==> src/rtl/assert_macros.svh <==
// ----------------------------------------------------------------------------
// Assertion macros
// Concurrent assertion wrappers clocked on clk and disabled during rst.
// ----------------------------------------------------------------------------
`ifndef ASSERT_MACROS_SVH
`define ASSERT_MACROS_SVH

`ifndef SYNTHESIS

// Same-cycle implication
`define ASSERT_IMP(lbl, ante, cons, msg) \
  lbl: assert property (@(posedge clk) disable iff (rst) (ante) |-> (cons)) else $error(msg);

// Next-cycle implication
`define ASSERT_NXT(lbl, ante, cons, msg) \
  lbl: assert property (@(posedge clk) disable iff (rst) (ante) |=> (cons)) else $error(msg);

`else

`define ASSERT_IMP(lbl, ante, cons, msg)
`define ASSERT_NXT(lbl, ante, cons, msg)

`endif

`endif

==> src/rtl/fmt_pkg.sv <==
// ----------------------------------------------------------------------------
// fmt_pkg
// Shared types and constants of the fuzzy membership table.
// ----------------------------------------------------------------------------
package fmt_pkg;

  localparam int PT_W       = 8;
  localparam int VAL_W      = 9;
  localparam int KIND_W     = 3;
  localparam int STAT_W     = 2;
  localparam int TI_W       = 2;
  localparam int IN_DATA_W  = 56;
  localparam int IN_USER_W  = 4;
  localparam int OUT_DATA_W = 16;

  // membership of 1.0
  localparam logic [VAL_W-1:0] ONE = 9'd256;

  // item modes
  localparam logic MODE_QUERY = 1'b0;
  localparam logic MODE_ADD   = 1'b1;

  // term kinds
  localparam logic [KIND_W-1:0] KIND_NONE   = 3'd0;
  localparam logic [KIND_W-1:0] KIND_SINGLE = 3'd1;
  localparam logic [KIND_W-1:0] KIND_RAMP   = 3'd2;
  localparam logic [KIND_W-1:0] KIND_TRI    = 3'd3;
  localparam logic [KIND_W-1:0] KIND_TRAP   = 3'd4;

  // result status codes
  localparam logic [STAT_W-1:0] STAT_QUERY = 2'd0;
  localparam logic [STAT_W-1:0] STAT_ADDED = 2'd1;
  localparam logic [STAT_W-1:0] STAT_FULL  = 2'd2;

  typedef enum logic [3:0] {
    ST_IDLE,
    ST_DECODE,
    ST_DIVR_GO,
    ST_DIVR_WAIT,
    ST_DIVF_GO,
    ST_DIVF_WAIT,
    ST_SWEEP,
    ST_ADD_RES,
    ST_FULL_RES,
    ST_Q_RD,
    ST_Q_OUT
  } fsm_state_t;

  // controller to datapath
  typedef struct packed {
    logic              load;
    logic              div_start;
    logic              div_fall;
    logic              div_cap_rise;
    logic              div_cap_fall;
    logic              sweep_init;
    logic              sweep_step;
    logic              row_commit;
    logic              rd_issue;
    logic              k_step;
    logic              out_load;
    logic [STAT_W-1:0] out_status;
  } fmt_cmd_t;

  // datapath to controller
  typedef struct packed {
    logic mode;
    logic kind_ok;
    logic full;
    logic div_done;
    logic x_last;
    logic k_last;
    logic out_free;
  } fmt_sts_t;

endpackage

==> src/rtl/fmt_ctrl.sv <==
// ----------------------------------------------------------------------------
// fmt_ctrl
// Sequencer for add and query items of the membership table.
// ----------------------------------------------------------------------------
module fmt_ctrl (
  input  logic               clk,
  input  logic               rst,
  input  logic               in_valid,
  output logic               in_ready,
  input  fmt_pkg::fmt_sts_t  sts,
  output fmt_pkg::fmt_cmd_t  cmd
);

  fmt_pkg::fsm_state_t state, state_next;

  // state register
  always_ff @(posedge clk) begin
    if (rst) begin
      state <= fmt_pkg::ST_IDLE;
    end else begin
      state <= state_next;
    end
  end

  // next state and commands
  always_comb begin
    state_next = state;
    cmd        = '0;
    in_ready   = 1'b0;
    case (state)
      fmt_pkg::ST_IDLE: begin
        in_ready = 1'b1;
        if (in_valid) begin
          cmd.load   = 1'b1;
          state_next = fmt_pkg::ST_DECODE;
        end
      end
      fmt_pkg::ST_DECODE: begin
        if (sts.mode == fmt_pkg::MODE_QUERY) begin
          state_next = fmt_pkg::ST_Q_RD;
        end else if (!sts.kind_ok) begin
          state_next = fmt_pkg::ST_IDLE;
        end else if (sts.full) begin
          state_next = fmt_pkg::ST_FULL_RES;
        end else begin
          state_next = fmt_pkg::ST_DIVR_GO;
        end
      end
      fmt_pkg::ST_DIVR_GO: begin
        cmd.div_start = 1'b1;
        state_next    = fmt_pkg::ST_DIVR_WAIT;
      end
      fmt_pkg::ST_DIVR_WAIT: begin
        if (sts.div_done) begin
          cmd.div_cap_rise = 1'b1;
          state_next       = fmt_pkg::ST_DIVF_GO;
        end
      end
      fmt_pkg::ST_DIVF_GO: begin
        cmd.div_start = 1'b1;
        cmd.div_fall  = 1'b1;
        state_next    = fmt_pkg::ST_DIVF_WAIT;
      end
      fmt_pkg::ST_DIVF_WAIT: begin
        if (sts.div_done) begin
          cmd.div_cap_fall = 1'b1;
          cmd.sweep_init   = 1'b1;
          state_next       = fmt_pkg::ST_SWEEP;
        end
      end
      fmt_pkg::ST_SWEEP: begin
        cmd.sweep_step = 1'b1;
        if (sts.x_last) begin
          state_next = fmt_pkg::ST_ADD_RES;
        end
      end
      fmt_pkg::ST_ADD_RES: begin
        if (sts.out_free) begin
          cmd.out_load   = 1'b1;
          cmd.out_status = fmt_pkg::STAT_ADDED;
          cmd.row_commit = 1'b1;
          state_next     = fmt_pkg::ST_IDLE;
        end
      end
      fmt_pkg::ST_FULL_RES: begin
        if (sts.out_free) begin
          cmd.out_load   = 1'b1;
          cmd.out_status = fmt_pkg::STAT_FULL;
          state_next     = fmt_pkg::ST_IDLE;
        end
      end
      fmt_pkg::ST_Q_RD: begin
        cmd.rd_issue = 1'b1;
        state_next   = fmt_pkg::ST_Q_OUT;
      end
      fmt_pkg::ST_Q_OUT: begin
        if (sts.out_free) begin
          cmd.out_load   = 1'b1;
          cmd.out_status = fmt_pkg::STAT_QUERY;
          if (sts.k_last) begin
            state_next = fmt_pkg::ST_IDLE;
          end else begin
            cmd.k_step = 1'b1;
            state_next = fmt_pkg::ST_Q_RD;
          end
        end
      end
      default: begin
        state_next = fmt_pkg::ST_IDLE;
      end
    endcase
  end

endmodule

==> config.mk <==
export PLATFORM = sky130hd
export DESIGN_NAME = fmt_ctrl
export DESIGN_NICKNAME = d
export VERILOG_FILES = /design/src/rtl/assert_macros.svh /design/src/rtl/fmt_pkg.sv /design/src/rtl/fmt_ctrl.sv
export SDC_FILE = /design/constraint.sdc
export NUM_CORES = 1
export LEC_CHECK = 0
export BUFFER_PORTS_ARGS = -buffer_cell sky130_fd_sc_hd__buf_2
export CAP_MARGIN = 20
export CORE_AREA = 2 2 39 41
export CTS_BUF_LIST = sky130_fd_sc_hd__clkbuf_4 sky130_fd_sc_hd__clkbuf_8 sky130_fd_sc_hd__clkbuf_16
export CTS_CLUSTER_DIAMETER = 60
export DETAILED_ROUTE_END_ITERATION = 6
export DIE_AREA = 0 0 41 43
export PLACE_DENSITY = 0.72
export REMOVE_ABC_BUFFERS = 1
export SKIP_CTS_REPAIR_TIMING = 1
export SLEW_MARGIN = 40
export SYNTH_ARGS = -nofsm -noshare
export SYNTH_HDL_FRONTEND = slang
export SYNTH_SLANG_ARGS = --single-unit
==> constraint.sdc <==
create_clock -name clk -period 2 [get_ports clk]
set_input_delay 0.1 -clock clk [delete_from_list [all_inputs] [get_ports clk]]
set_output_delay 0.1 -clock clk [all_outputs]
set_load 0.05 [all_outputs]
# Yosys cells after proc, flatten, opt, wreduce, memory -nomap -nowiden
# Cells that the tools add are included.
# totals
register_bits	4
inputBits	10
output_inout_bits	14
# classes
n_mux	30
eq_ne	16
reduce_logical	4
# op_table
operator	n
4-bit 2-to-1 mux	11
4-bit one-hot mux with 10 select lines	1
4-bit by 3-bit == test with 1-bit output, second input constant	4
1-bit 2-to-1 mux	13
4-bit == test, second input constant	3
2-bit inequality test, second input constant	5
3-bit one-hot mux with 3 select lines	1
4-bit by 2-bit == test with 1-bit output, second input constant	2
3-bit 2-to-1 mux	2
6-bit AND reduction	1
4-bit by 1-bit == test with 1-bit output, second input constant	1
4-bit zero test	1
2-bit 2-to-1 mux	2
2-bit OR reduction	2
2-bit by 1-bit inequality test with 1-bit output, second input constant	1

# Longest topological paths before layout
# depth
depth_word	4
depth_mapped	6
depth_no_buf	4

# Worst setup path before layout
# Ideal clock, no wire load.
# synth_path
path_kind	register to output
start	register state[3]
end	output port cmd[3] in the netlist's numbering
path_buffers	2
slack_ns	0.007
t_arrival_ns	1.893
path_stages_with_launch	5
path_cell_list	dfxtp_1 buf_6 clkbuf_1 nand3b_1 nor3_1
# synth_rtl
item	line	text
start: declaration	fmt_ctrl.sv:14	fmt_pkg::fsm_state_t state, state_next;
start signal: assignment	fmt_ctrl.sv:19	state <= fmt_pkg::ST_IDLE;
start signal: assignment	fmt_ctrl.sv:21	state <= state_next;
end: declaration	fmt_ctrl.sv:11	output fmt_pkg::fmt_cmd_t cmd

==> metrics.md <==
| Metric | Value |
|---|---|
| VDD IR max | 202 uV |
| RR Startpoint | state[0]$_SDFFE_PP0P_ |
| Top reg by flops | state |
| Total clock buffers created by CTS | 3 |
| CP bufs+invs | 1 |
| Gate power share | 0.440 |
| Syn Area/Cell | 7.33 um^2 |
| Fin Clk Skew | 6.39 ps |
| DP HPWL | 839 um |
| Top Ports | 24 |
| Global placer's final weighted congestion | 0.729 |
| Hold path depth | 2 |
| Mapped cell area | 469 um^2 |
| Total core area | 1380 um^2 |
| CTS tree | yes |
| Clock net sink count | 4 |
| Share of cells above drive strength 1 | 0.378 |
| Status | completed |
| Largest family of logic cells by synthesized area | simple AND/OR/NAND/NOR gates |
| Most frequent cell after synthesis | nor2_1 |
| P_sw | 0.191 mW |
| Adder-cell share of the synthesized area | 0 |
| CTS root buf | clkbuf_4 |
| Worst-Skew Late Latency | 240 ps |
| Async set-or-reset flop fraction in the synthesized netlist | 0 |
| Max stage delay cell, worst path | dfxtp_1 |
| R2r setup slk | 340 ps |
| Slew headroom | 0.653 |
| CP Capture Type | output pin |
| Crit Path Category | flip-flop to output pin |
| Max cap viols | 0 |
| Sw frac | 0.460 |
| PD cells | 710 nW/um^2 |
| Cell taking the most area after synthesis | dfxtp_1 |
| Total track usage | 0.131 |
| Hold EP | state[1]$_SDFFE_PP0P_ |
| Clock Pin Slew Worst Setup and Hold Paths | 40 ps |
| # diodes | 0 |
| Delay-heaviest family, CP | flip-flops |
| Chip Width | 41 um |
| First-pass GRT wire length | 1640 um |
| Global route overflow | 0 |
| Register area share after synthesis | 0.171 |
| Seq cells post-synth | 4 |
| Vias | 524 |
| Largest net degree at the start of global routing | 20 |
| Top cells by count, synth | 9 x nor2_1, 8 x nor3_1, 4 x clkbuf_1, 4 x dfxtp_1, 4 x nand2b_1 |
| H-tree Lvls | 1 |
| Die Ht | 43 um |
| Simple-gate share of the synthesized area | 0.453 |
| Vias in the first global route | 398 |
| Synth top area share | 0.171 |
| Crit path DAT | 1630 ps |
| DR pass1 iterations | 4 |
| Row count | 14 |
| Post-Synth XOR/XNOR Area | 0.0187 |
| Critical Path, Cell by Cell | or2b_1 -> nor2_1 -> o21a_1 -> buf_2 |
| Sequential share of power | 0.304 |
| Leakage | 0.268 nW |
| Max frequency | 0.580 GHz |
| Critical Path Start Type | flip-flop |
| Final ANT Viol Nets | 0 |
| Fin crit period | 1730 ps |
| Cell variety after synth | 31 |
| HP Class | primary input to flip-flop |
| Worst reg-to-reg path cell count | 4 |
| Max-slew violation total from the final report | 0 |
| Worst-margin pin slew | 519 ps |
| Final setup viols | 0 |
| Largest register FFs | 4 |
| DRC Markers | 0 |
| RSZ-0062 raised after global routing | no |
| Clock network fraction of total power | 0.257 |
| Final setup margin | 274 ps |
| CTS Buffer Depth | 2 |
| Critical path startpoint | state[3]$_SDFFE_PP0P_ |
| FF-to-FF End | state[0]$_SDFFE_PP0P_ |
| Drt via density | 5.35 |
| Critical Path RT | 1900 ps |
| Compound-cell area share of the yosys netlist | 0.224 |
| Internal power | 0.223 mW |
| Non-Filler Instances | 98 |
| Dpl cells | 95 |
| Most used DFF post-synth | dfxtp_1 |
| Worst slack at placement | 352 ps |
| Final WL | 1110 um |
| Worst hold start | rst |
| Initial core utilization | 0.339 |
| Area grow syn2layout | 24.3% |
| Number of synthesized flops with an enable pin | 0 |
| Initial antenna violation count | 0 |
| CP Max Fanout | 19 |
| Largest registers | state x4 |
| Wire length per cell | 11.3 um |
| 1st-iter DRT viols | 13 |
| Area of the die | 1760 um^2 |
| Synth warn | 0 |
| Mux share of post-synthesis cell area | 0.0240 |
| I/O Buffers | 23 |
| Syn Inst Count | 64 |
| Post-layout nets | 94 |
| CP peak stage delay | 640 ps |
| Final Hold Violating Endpoints | 0 |
| Synth area leaders | dfxtp_1 17%, nor3_1 8.5%, nor2_1 7.2% |
| Final worst-path cycle share | 0.863 |
==> worst max-delay path by stage <==
stage                       endpoint  cells past startpoint
2_1_floorplan                 cmd[7]                      2
3_3_place_gp   state[0]$_SDFFE_PP0P_                      4
3_5_place_dp   state[0]$_SDFFE_PP0P_                      4
4_1_cts                       cmd[5]                      4
5_1_grt                       cmd[5]                      4
6_report                      cmd[2]                      4
==> routing by layer <==
layer  track usage  part of all wire  vias up  routed length, um
li1              -                 -      270                  -
met1         0.192              0.46      230                507
met2         0.184              0.44       22                485
met3        0.0157             0.089        2                 98
met4        0.0600             0.013        0                 14
met5             0                 0        -                  0
==> cells by family (layout without fill, tap and decap cells) <==
kind of cell / after synthesis / in the layout
buf+inv: 10 / 28
mux: 1 / 1
xor+xnor: 1 / 1
compound gates: 12 / 12
simple gates: 36 / 36
flops: 4 / 4
==> layout make-up <==
cell class | count | area (um^2)
Timing Repair Buffer | 23 | 115
Multi-Input combinational cell | 50 | 338
Clock buffer | 3 | 22.5
Tap cell | 16 | 20.0
Fill cell | 153 | 801
Inverter | 2 | 7.51
Sequential cell | 4 | 80.1
==> power groups by stage <==
stage | clock network [mW] | logic (mW) | registers, mW
2_1_floorplan | 0 | 0.144 | 0.117
3_3_place_gp | 0 | 0.181 | 0.125
3_5_place_dp | 0 | 0.182 | 0.127
4_1_cts | 0.106 | 0.183 | 0.125
5_1_grt | 0.115 | 0.200 | 0.130
6_report | 0.106 | 0.182 | 0.126
==> cells in the final DEF (no fill, tap or decap), types with 3 or more instances in the layout <==
master,count
dfxtp_1,4
nand3b_1,3
buf_2,23
nand2b_1,4
nor3_1,8
nor2_1,9
clkbuf_4,3
and2_1,3
==> per-stage QoR <==
step	instance area [um^2]	hold slack [ps]	setup TNS, ps	total power, mW	utilization
6_report	583	82.4	0	0.414	0.421
5_1_grt	583	87.1	0	0.444	0.421
4_1_cts	583	79.7	0	0.414	0.421
3_5_place_dp	561	333	0	0.309	0.405
3_3_place_gp	561	329	0	0.305	0.405
2_1_floorplan	425	172	-90.4	0.262	-
No activity file was read; power rests on OpenSTA's default activity.
